## src/hdl/qdc_pkg.sv

```systemverilog
`timescale 1ns / 1ps
// ----------------------------------------------------------------------------
// qdc_pkg
// Shared types and constants for the converter event word decoder.
// ----------------------------------------------------------------------------
package qdc_pkg;

	localparam int NUM_CHANNELS = 64;
	localparam int CH_W         = 6;
	localparam int BRD_CH_W     = 5;
	localparam int VALUE_W      = 12;
	localparam int GATE_W       = 32;
	localparam int WORD_W       = 32;
	localparam int LIMIT_W      = 24;
	localparam int MASK_W       = 64;
	localparam int OUT_TDATA_W  = 56;
	localparam int FIFO_DEPTH   = 4;
	localparam int FIFO_AW      = 2;
	localparam int FIFO_CW      = 3;

	localparam logic [1:0] CMD_DATA  = 2'd0;
	localparam logic [1:0] CMD_START = 2'd1;
	localparam logic [1:0] CMD_CLEAR = 2'd2;

	localparam logic [2:0] KIND_DATA   = 3'd0;
	localparam logic [2:0] KIND_HEADER = 3'd2;
	localparam logic [2:0] KIND_EOB    = 3'd4;

	localparam logic [WORD_W-1:0] STOP_WORD = 32'hFFFF_FFFF;

	localparam logic REG_MASK  = 1'b0;
	localparam logic REG_LIMIT = 1'b1;

	localparam logic [LIMIT_W-1:0] LIMIT_RESET = 24'd1024;

	typedef struct packed {
		logic            en;
		logic [CH_W-1:0] addr;
	} hit_wr_t;

	typedef struct packed {
		logic [VALUE_W-1:0] adc_value;
		logic [CH_W-1:0]    channel;
		logic [GATE_W-1:0]  gate_count;
	} out_item_t;

endpackage

```

## src/hdl/qdc_event_word_decoder.sv

```systemverilog
`timescale 1ns / 1ps
// ----------------------------------------------------------------------------
// qdc_event_word_decoder
// Decodes converter buffer words into gated channel samples, with one shared
// sample limit checked against per-channel saturating counters.
// ----------------------------------------------------------------------------
// Channel | Direction | Handshake          | Payload
// s_axis  | in        | tvalid/tready      | tdata: data_word; tuser: command, board
// m_axis  | out       | tvalid/tready      | tdata: gate_count, channel, adc_value
// cfg     | in        | cfg_valid/cfg_ready| cfg_index, cfg_data
//
// One word per cycle sustained while the output buffer has room. A word passes
// through the hit counter memory read and then the compare and write-back.
// Same-channel words back to back are served by a forwarding path.
// Reset clears section state, gate counters and hit counter valid bits at once.
// Results queue in a four-entry output buffer; input stalls once the buffered
// results plus a sample still in its compare cycle reach four.
// ----------------------------------------------------------------------------
module qdc_event_word_decoder
	import qdc_pkg::*;
#(
	parameter int COUNT_WIDTH = 24
) (
	input  logic                   clk,
	input  logic                   arst_n,
	input  logic                   s_axis_tvalid,
	output logic                   s_axis_tready,
	input  logic [WORD_W-1:0]      s_axis_tdata,  // [31:0] data_word
	input  logic [2:0]             s_axis_tuser,  // [1:0] command, [2] board
	output logic                   m_axis_tvalid,
	input  logic                   m_axis_tready,
	output logic [OUT_TDATA_W-1:0] m_axis_tdata,  // [31:0] gate_count, [37:32] channel,
	                                              // [49:38] adc_value, [55:50] zero
	input  logic                   cfg_valid,
	output logic                   cfg_ready,
	input  logic                   cfg_index,
	input  logic [MASK_W-1:0]      cfg_data
);

	localparam int CMP_W = (COUNT_WIDTH > LIMIT_W) ? COUNT_WIDTH : LIMIT_W;

	logic [MASK_W-1:0]  mask_q;
	logic [LIMIT_W-1:0] limit_q;
	logic               in_section_q;
	logic               stopped_q;
	logic [GATE_W-1:0]  gates_q [2];

	logic               s_acc;
	logic [1:0]         cmd;
	logic               bd;
	logic [2:0]         kind;
	logic [CH_W-1:0]    ch;
	logic               is_data;
	logic               cand;

	logic               valid_s1;
	logic [CH_W-1:0]    ch_s1;
	logic [GATE_W-1:0]  gate_s1;
	logic [VALUE_W-1:0] value_s1;
	logic               flag_s1;

	logic [COUNT_WIDTH-1:0] cnt;
	logic [COUNT_WIDTH-1:0] cnt_next;
	logic                   emit;
	hit_wr_t                hit_wr;

	out_item_t          fifo_q [FIFO_DEPTH];
	logic [FIFO_AW-1:0] wr_ptr_q;
	logic [FIFO_AW-1:0] rd_ptr_q;
	logic [FIFO_CW-1:0] fill_q;
	logic               pop;

	assign cfg_ready = 1'b1;

	assign cmd  = s_axis_tuser[1:0];
	assign bd   = s_axis_tuser[2];
	assign kind = s_axis_tdata[26:24];
	assign ch   = {bd, s_axis_tdata[20:16]};

	assign s_axis_tready = (fill_q + {{(FIFO_CW-1){1'b0}}, valid_s1})
		<= FIFO_CW'(FIFO_DEPTH - 1);
	assign s_acc = s_axis_tvalid && s_axis_tready;

	assign is_data = (cmd == CMD_DATA) && !stopped_q && (s_axis_tdata != STOP_WORD);
	assign cand    = is_data && in_section_q && (kind == KIND_DATA) && mask_q[ch];

	// configuration
	always_ff @(posedge clk or negedge arst_n) begin
		if (!arst_n) begin
			mask_q  <= '0;
			limit_q <= LIMIT_RESET;
		end else if (cfg_valid && cfg_ready) begin
			unique case (cfg_index)
				REG_MASK:  mask_q  <= cfg_data;
				REG_LIMIT: limit_q <= cfg_data[LIMIT_W-1:0];
				default:   mask_q  <= mask_q;
			endcase
		end
	end

	// section tracking and gate counters
	always_ff @(posedge clk or negedge arst_n) begin
		if (!arst_n) begin
			in_section_q <= 1'b0;
			stopped_q    <= 1'b0;
			gates_q[0]   <= '0;
			gates_q[1]   <= '0;
		end else if (s_acc) begin
			priority case (cmd)
				CMD_START: begin
					in_section_q <= 1'b0;
					stopped_q    <= 1'b0;
				end
				CMD_CLEAR: begin
					gates_q[0] <= '0;
					gates_q[1] <= '0;
				end
				CMD_DATA: begin
					if (!stopped_q) begin
						if (s_axis_tdata == STOP_WORD) begin
							stopped_q <= 1'b1;
						end else if (!in_section_q) begin
							if (kind == KIND_HEADER) begin
								in_section_q <= 1'b1;
								if (gates_q[bd] != '1) begin
									gates_q[bd] <= gates_q[bd] + 1'b1;
								end
							end
						end else if (kind == KIND_EOB) begin
							in_section_q <= 1'b0;
						end
					end
				end
				default: in_section_q <= in_section_q;
			endcase
		end
	end

	// stage 1: counter read in flight
	always_ff @(posedge clk or negedge arst_n) begin
		if (!arst_n) begin
			valid_s1 <= 1'b0;
		end else begin
			valid_s1 <= s_acc && cand;
		end
	end

	always_ff @(posedge clk) begin
		if (s_acc) begin
			ch_s1    <= ch;
			gate_s1  <= gates_q[bd];
			value_s1 <= s_axis_tdata[VALUE_W-1:0];
			flag_s1  <= |s_axis_tdata[13:12];
		end
	end

	qdc_hit_mem #(
		.COUNT_WIDTH(COUNT_WIDTH)
	) u_hit_mem (
		.clk      (clk),
		.arst_n   (arst_n),
		.rd_en    (s_acc),
		.rd_addr  (ch),
		.clear    (s_acc && (cmd == CMD_CLEAR)),
		.wr       (hit_wr),
		.wr_data  (cnt_next),
		.rd_count (cnt)
	);

	assign emit = valid_s1 && !flag_s1
		&& (CMP_W'(cnt) < CMP_W'(limit_q));
	assign cnt_next = (cnt == '1) ? cnt : cnt + 1'b1;
	assign hit_wr.en   = emit;
	assign hit_wr.addr = ch_s1;

	// output buffer
	assign pop = m_axis_tvalid && m_axis_tready;
	assign m_axis_tvalid = (fill_q != '0);
	assign m_axis_tdata  = {{(OUT_TDATA_W - $bits(out_item_t)){1'b0}}, fifo_q[rd_ptr_q]};

	always_ff @(posedge clk) begin
		if (emit) begin
			fifo_q[wr_ptr_q] <= '{adc_value: value_s1, channel: ch_s1, gate_count: gate_s1};
		end
	end

	always_ff @(posedge clk or negedge arst_n) begin
		if (!arst_n) begin
			wr_ptr_q <= '0;
			rd_ptr_q <= '0;
			fill_q   <= '0;
		end else begin
			if (emit) begin
				wr_ptr_q <= wr_ptr_q + 1'b1;
			end
			if (pop) begin
				rd_ptr_q <= rd_ptr_q + 1'b1;
			end
			unique case ({emit, pop})
				2'b10:   fill_q <= fill_q + 1'b1;
				2'b01:   fill_q <= fill_q - 1'b1;
				default: fill_q <= fill_q;
			endcase
		end
	end

endmodule

```

## src/hdl/qdc_hit_mem.sv

```systemverilog
`timescale 1ns / 1ps
// ----------------------------------------------------------------------------
// qdc_hit_mem
// Per-channel hit counter memory: registered read, write-back with
// forwarding, per-entry valid bits so that a clear empties all entries at once.
// ----------------------------------------------------------------------------
module qdc_hit_mem
	import qdc_pkg::*;
#(
	parameter int COUNT_WIDTH = 24
) (
	input  logic                   clk,
	input  logic                   arst_n,
	input  logic                   rd_en,
	input  logic [CH_W-1:0]        rd_addr,
	input  logic                   clear,
	input  hit_wr_t                wr,
	input  logic [COUNT_WIDTH-1:0] wr_data,
	output logic [COUNT_WIDTH-1:0] rd_count
);

	logic [COUNT_WIDTH-1:0]  mem [NUM_CHANNELS];
	logic [COUNT_WIDTH-1:0]  rd_data_q;
	logic [NUM_CHANNELS-1:0] vld_q;
	logic                    vld_s1;
	logic                    fwd_s1;
	logic [COUNT_WIDTH-1:0]  fwd_data_s1;

	always_ff @(posedge clk) begin
		if (wr.en) begin
			mem[wr.addr] <= wr_data;
		end
		if (rd_en) begin
			rd_data_q   <= mem[rd_addr];
			fwd_data_s1 <= wr_data;
		end
	end

	always_ff @(posedge clk or negedge arst_n) begin
		if (!arst_n) begin
			vld_q  <= '0;
			vld_s1 <= 1'b0;
			fwd_s1 <= 1'b0;
		end else begin
			if (clear) begin
				vld_q <= '0;
			end else if (wr.en) begin
				vld_q[wr.addr] <= 1'b1;
			end
			if (rd_en) begin
				vld_s1 <= vld_q[rd_addr];
				fwd_s1 <= wr.en && (wr.addr == rd_addr);
			end
		end
	end

	assign rd_count = fwd_s1 ? fwd_data_s1 : (vld_s1 ? rd_data_q : '0);

endmodule
```

## config.mk

```make
export PLATFORM = sky130hd
export DESIGN_NAME = qdc_event_word_decoder
export DESIGN_NICKNAME = d
export VERILOG_FILES = /design/src/hdl/qdc_pkg.sv /design/src/hdl/qdc_event_word_decoder.sv /design/src/hdl/qdc_hit_mem.sv
export SDC_FILE = /design/constraint.sdc
export NUM_CORES = 2
export LEC_CHECK = 0
export BUFFER_PORTS_ARGS = -buffer_cell sky130_fd_sc_hd__buf_2
export CORE_MARGIN = 3
export CORE_UTILIZATION = 50
export DETAILED_ROUTE_END_ITERATION = 16
export PLACE_DENSITY = 0.62
export SLEW_MARGIN = 40
export SYNTH_ARGS = -nofsm -noshare
export SYNTH_HDL_FRONTEND = slang
export SYNTH_SLANG_ARGS = --single-unit
```

## constraint.sdc

```tcl
create_clock -name clk -period 7.9 [get_ports clk]
set_clock_uncertainty 0.05 [all_clocks]
set_input_delay 1.185 -clock clk [delete_from_list [all_inputs] [get_ports clk]]
set_output_delay 1.185 -clock clk [all_outputs]
set_load 0.02 [all_outputs]
```

# Yosys cells after proc, flatten, opt, wreduce, memory -nomap -nowiden
# Memory sizes are Yosys's and may differ from the RTL's. A register that Yosys moved wholly into a read port is not among the register bits.
# Index checks and enable logic that the tools add are counted.
[totals]
register_bits = 303
latch_bits = 0
ramBits = 1736
mem_bits_ro = 0
input_bits = 105
output_inout_bits = 59
wordCells = 117
n_memories = 2
[classes]
addsub = 7
multipliers = 0
div = 0
order_cmp = 7
n_eq_ne = 16
n_shift = 0
muxes = 35
n_bitwise = 3
reduce_logical = 29
[mem_list]
columns = ["name", "depth", "width", "rd", "rd_clocked_by_memory_dff", "wr", "line", "text"]
rows = [
  ["u_hit_mem.mem", 64, 24, 1, 1, 1, "qdc_hit_mem.sv:22", "logic [COUNT_WIDTH-1:0] mem [NUM_CHANNELS];"],
  ["fifo_q", 4, 50, 1, 0, 1, "qdc_event_word_decoder.sv:67", "out_item_t fifo_q [FIFO_DEPTH];"],
]
[op_table]
columns = ["operator", "n"]
rows = [
  ["$mux 64", 7],
  ["$mux 32", 4],
  ["$pmux 64 s2", 1],
  ["$mux 24", 3],
  ["$bwmux 64", 1],
  ["$ne 32x32->1 const B", 2],
  ["$or 64x64->64", 1],
  ["$add 32x1->32 const B", 1],
  ["$demux 32 s1", 1],
  ["$eq 32x32->1 const B", 1],
  ["$add 24x1->24 const B", 1],
  ["$eq 24x24->1 const B", 1],
  ["$lt 24x24->1", 1],
  ["$logic_and 1x1->1", 14],
  ["$lt 6x7->1 const B", 2],
  ["$bmux 1 s6", 2],
  ["$mux 1", 12],
  ["$reduce_bool 2->1", 4],
  ["$reduce_and 7->1", 1],
  ["$demux 1 s6", 1],
  ["$eq 6x6->1", 1],
  ["$ge 6x1->1 const B", 1],
  ["$ne 2x2->1 const B", 3],
  ["$pmux 3 s2", 1],
  ["other kinds (22)", 30],
]

# Depth between registers and ports, before layout
[depth]
depth_word = 12
ltp_mapped = 19
depth_no_buf = 15

# Hierarchy
# Synthesis repeated with hierarchy kept, for this count alone.
[hier_totals]
cells_unflattened = 3977
hier_area_um2 = 80732.4
[by_module_without_submodules]
columns = ["mod", "instances", "cells_each", "area_per_inst_um2", "seq_area_each_um2"]
rows = [
  ["qdc_hit_mem", 1, 2844, 62601.3, 49217.2],
  ["qdc_event_word_decoder", 1, 1133, 18131.1, 11592.4],
]

# Least setup slack after synthesis
# No wires, ideal clock.
[synth_timing]
path_kind = "register -> register"
start = "reg u_hit_mem.fwd_s1"
end = "mem fifo_q[0][0] (netlist bit), enable pin"
setup_time_ns = 0.458
arrival_time_ns = 4.999
t_required_ns = 7.392
setup_slack_ns = 2.393
path_stages_with_launch = 14
n_path_buf = 5
synth_period_minus_slack_ns = 5.507
cell_sequence = "dfrtp_1 > buf_2 > buf_2 > clkbuf_1 > clkbuf_1 > o21ai_0 > ha_1 > a21oi_1 > o21ai_0 > a221o_1 > nand2_1 > o211ai_1 > clkbuf_1 > nor2_1"
[synth_via]
elab_chain_cells = 5
[synth_lines]
columns = ["item", "line", "text"]
rows = [
  ["from (decl)", "qdc_hit_mem.sv:26", "logic fwd_s1;"],
  ["from (signal assigned)", "qdc_hit_mem.sv:52", "fwd_s1 <= wr.en && (wr.addr == rd_addr);"],
  ["$mux 24", "qdc_hit_mem.sv:57", "assign rd_count = fwd_s1 ? fwd_data_s1 : (vld_s1 ? rd_data_q : '0);"],
  ["$lt 24x24->1", "qdc_event_word_decoder.sv:171", "&& (CMP_W'(cnt) < CMP_W'(limit_q));"],
  ["$logic_and 1x1->1", "qdc_event_word_decoder.sv:171", ""],
  ["$mux 1", "qdc_event_word_decoder.sv:182", "if (emit) begin"],
  ["$mux 1 (not written as such)", "qdc_event_word_decoder.sv:183", "fifo_q[wr_ptr_q] <= '{adc_value: value_s1, channel: ch_s1, gate_count: gate_s1};"],
  ["to (decl)", "qdc_event_word_decoder.sv:67", ""],
]
# Every way passes these cells.

# Worst setup path in the final report
[layout_timing]
start = "reg u_hit_mem.vld_s1"
end = "mem u_hit_mem.mem[35][13], enable pin"
[layout_via]
elab_chain_cells = 6
[layout_lines]
columns = ["item", "line", "text"]
rows = [
  ["from (decl)", "qdc_hit_mem.sv:25", "logic vld_s1;"],
  ["from (signal assigned)", "qdc_hit_mem.sv:51", "vld_s1 <= vld_q[rd_addr];"],
  ["$mux 24 (2 in series)", "qdc_hit_mem.sv:57", ""],
  ["$lt 24x24->1", "qdc_event_word_decoder.sv:171", ""],
  ["$logic_and 1x1->1", "qdc_event_word_decoder.sv:171", ""],
  ["$mux 1", "qdc_hit_mem.sv:30", "if (wr.en) begin"],
  ["$mux 1 (not written as such)", "qdc_hit_mem.sv:31", "mem[wr.addr] <= wr_data;"],
  ["to (decl)", "qdc_hit_mem.sv:22", ""],
]
# Every way passes these cells.

==> out/metrics.cfg <==
[clock_tree]
clkTransAtPathRegs_ns = 0.06
cts.path.max_buffers = 3
cts_tree = built
clock_latency_ns = 0.83
htreeDepth = 4
cts_root_buf = clkbuf_16
cts_hold_buf = 0
cts.sinks = 2063
cts_resized = 0
cts_made_buffers = 204
postCtsSetupBuffers = 0

[routing]
drt_iter0_markers = 5176
wl_per_cell_um = 31.21
vias_per_cell = 6.221
routed_wl_um = 203900
drc_errors = 0
vias = 40650
dr.pass1.iters = 5
antenna_left = 0

[global_routing]
track_usage = 0.2450
grt_pass1_vias = 39980
antenna_found_initial = 13
grt_max_degree = 129
grt_overflow_total = 0
grt_pass1_wl_um = 295700

[synth]
synth-main-ff-cell = edfxtp_1
synthDistinctLibCells = 74
synth-seq-area-share = 0.7449
synth_edf_count = 1835
async_flop_share = 0.1105
avgSynthCellArea_um2 = 20.78
synth-seq-cells = 2063
synth_cells = 3928
syn_area_mm2 = 0.08164
yosysWarnings = 0

[placed_design]
place_congestion = 0.8679
dp_hpwl_um = 123400
placed_area_mm2 = 0.08622
dpl.cell_count = 6149
dp_slack_ns = 2.682
numPortBuffers = 156

[die]
fp.dieW_um = 410.1
io_pins = 164
row_count = 147
fp.dieArea_mm2 = 0.1682
design.core.area_mm2 = 0.1613
start_util = 0.5061
die_height_um = 410.1

[timing]
fmax_ghz = 0.1876
rsz0062_at_grt = no
period_minus_slack_ns = 5.329
worst-slew-pin-transition_ns = 0.8658
fin_hold_ws_ns = 0.3132
hold_violations = 0
timing.final.ws_setup_ns = 2.571
final.period_utilization = 0.6746
maxSlewHeadroom = 0.4216
finalMaxSlewViolations = 0
setup_viol = 0
fin_setup_tns_ns = 0

[setup_path]
path_max_fanout = 108
critPathLaunchType = register
cp-end-kind = register
critPathRequiredTime_ns = 8.35
critPathArrivalTime_ns = 5.78
reg2reg_slack_ns = 2.57
path_class = reg -> reg

[cells_and_area]
final_area_mm2 = 0.09291
drive_above_1_share = 0.3198
syn2layout_area_growth_pct = 13.81
seq_area_mm2 = 0.06081
finalNonFillerCells = 6534
multi_input_area_mm2 = 0.02042
fin_nets = 4336
num-fill-cells = 11830

[run_status]
outcome = completed

[hold_path]
hold_path_class = in -> async

[flow_run]
maxCapViolCount = 0

[power]
power_leakage_uw = 0.03124
p_per_area_mw_per_mm2 = 275.8
ir_drop_mv = 0.3825

-- path summary, 6_finish.rpt --
kind                                                       from                              end  depth (start not counted)
min in group clk                u_hit_mem.vld_q[28]$_DFFE_PN0P_  u_hit_mem.vld_q[28]$_DFFE_PN0P_                          2
worst min-delay path                                     arst_n            stopped_q$_DFFE_PN0P_                          1
worst max register to register     u_hit_mem.vld_s1$_DFFE_PN0P_  u_hit_mem.mem[35][13]$_DFFE_PP_                         11
max in group asynchronous                                arst_n          gates_q[63]$_DFFE_PN0P_                          2
worst min register to register  u_hit_mem.vld_q[28]$_DFFE_PN0P_  u_hit_mem.vld_q[28]$_DFFE_PN0P_                          2
worst max-delay path               u_hit_mem.vld_s1$_DFFE_PN0P_  u_hit_mem.mem[35][13]$_DFFE_PP_                         11
-- routing by layer --
layer  wire length [um]  up-vias  track usage  share of wire
met4               5169        2      0.06418          0.025
met3              17000      270      0.04833          0.083
met1              85960    21810       0.3687           0.42
li1                   -    16820            -              -
met5                 13        -            0       0.000064
met2              95780     1749       0.3721           0.47
-- synthesized netlist by cell type (all sizes together), types with 5 or more instances --
cell / n / area share
clkbuf: 124 / 0.0057
a21o: 6 / 0.00055
nor2b: 6 / 0.00046
and3: 11 / 0.00084
or3: 6 / 0.00046
nand2b: 5 / 0.00038
and2: 11 / 0.00084
or2: 7 / 0.00054
ha: 32 / 0.0049
nand2: 160 / 0.0074
xnor2: 38 / 0.0041
nand3b: 11 / 0.0010
inv: 57 / 0.0026
and3b: 7 / 0.00075
nor3b: 8 / 0.00074
nor4: 5 / 0.00038
a31oi: 9 / 0.00069
mux2: 118 / 0.016
nand3: 94 / 0.0058
a22o: 65 / 0.0070
dfrtp: 227 / 0.070
o21ai: 83 / 0.0051
nor2: 41 / 0.0019
mux2i: 16 / 0.0020
buf: 116 / 0.0068
nand4: 26 / 0.0021
xor2: 20 / 0.0021
a22oi: 59 / 0.0054
nor3: 81 / 0.0050
mux4: 560 / 0.15
nand4b: 14 / 0.0019
edfxtp: 1835 / 0.67
a21oi: 17 / 0.0011
-- cells in the final DEF (no fill, tap or decap), types with 25 or more instances in the layout --
| cell type | count |
|---|---|
| clkbuf_1 | 44 |
| edfxtp_1 | 1835 |
| clkbuf_16 | 204 |
| o21ai_0 | 78 |
| mux2_2 | 117 |
| nor3_2 | 51 |
| nor2_1 | 32 |
| dfrtp_1 | 225 |
| ha_1 | 32 |
| nand2_1 | 158 |
| nand3_1 | 92 |
| buf_4 | 107 |
| inv_1 | 55 |
| clkinv_1 | 45 |
| a22o_1 | 65 |
| buf_2 | 152 |
| clkinv_2 | 36 |
| xnor2_1 | 25 |
| nand4_1 | 25 |
| mux4_2 | 560 |
| a22oi_1 | 59 |
-- through the flow --
| step | util | power (uW) |
|---|---|---|
| after floorplan | - | 14860 |
| after global placement | 0.5328 | 16310 |
| after detailed placement | 0.5345 | 16390 |
| after CTS | 0.5752 | 25820 |
| after global routing | 0.5760 | 26460 |
| final | 0.5760 | 25620 |
-- state kept, by name, summed over array words and instances (netlist names), 2 cells and up --
signal / count
rd_ptr_q: 2
fifo_q: 200
gates_q: 64
gate_s1: 32
fill_q: 3
u_hit_mem.rd_data_q: 24
ch_s1: 6
u_hit_mem.fwd_data_s1: 24
u_hit_mem.mem: 1536
mask_q: 64
wr_ptr_q: 2
limit_q: 24
value_s1: 12
u_hit_mem.vld_q: 64
-- report_power, final --
group	switching [uW]	internal (uW)
sequential	185	12700
clock	4130	5350
combinational	2250	962
-- final cells by class --
type                            count  area share
Clock buffer                      257     0.05805
Tap cell                         2160     0.02909
Antenna cell                        2  0.00005386
Sequential cell                  2063      0.6545
Inverter                           57    0.002410
Multi-Input combinational cell   1573      0.2198
Timing Repair Buffer              299     0.02344
Clock inverter                    123     0.01263
-- critical path: stages (launching register included) --
cell and delay [ns]:
dfrtp_1 0.75, nor2b_1 0.77, a22o_1 0.48, ha_1 0.32, a21o_1 0.16, a21oi_1 0.14
o22ai_1 0.10, nor4b_1 0.28, o211ai_1 0.24, buf_12 0.29, nor3_2 0.79, buf_4 0.41
-- cell families after synthesis --
| group | synth area share |
|---|---|
| AO/OA/AOI/OAI | 0.02377 |
| XOR/XNOR | 0.006222 |
| adder cells (fa/ha/maj) | 0.005150 |
| buffers and inverters | 0.01517 |
| flip-flops | 0.7449 |
| multiplexers | 0.1727 |
| other | 0.00009199 |
| AND/OR/NAND/NOR | 0.03200 |
No activity file was read; power rests on OpenSTA's default activity.
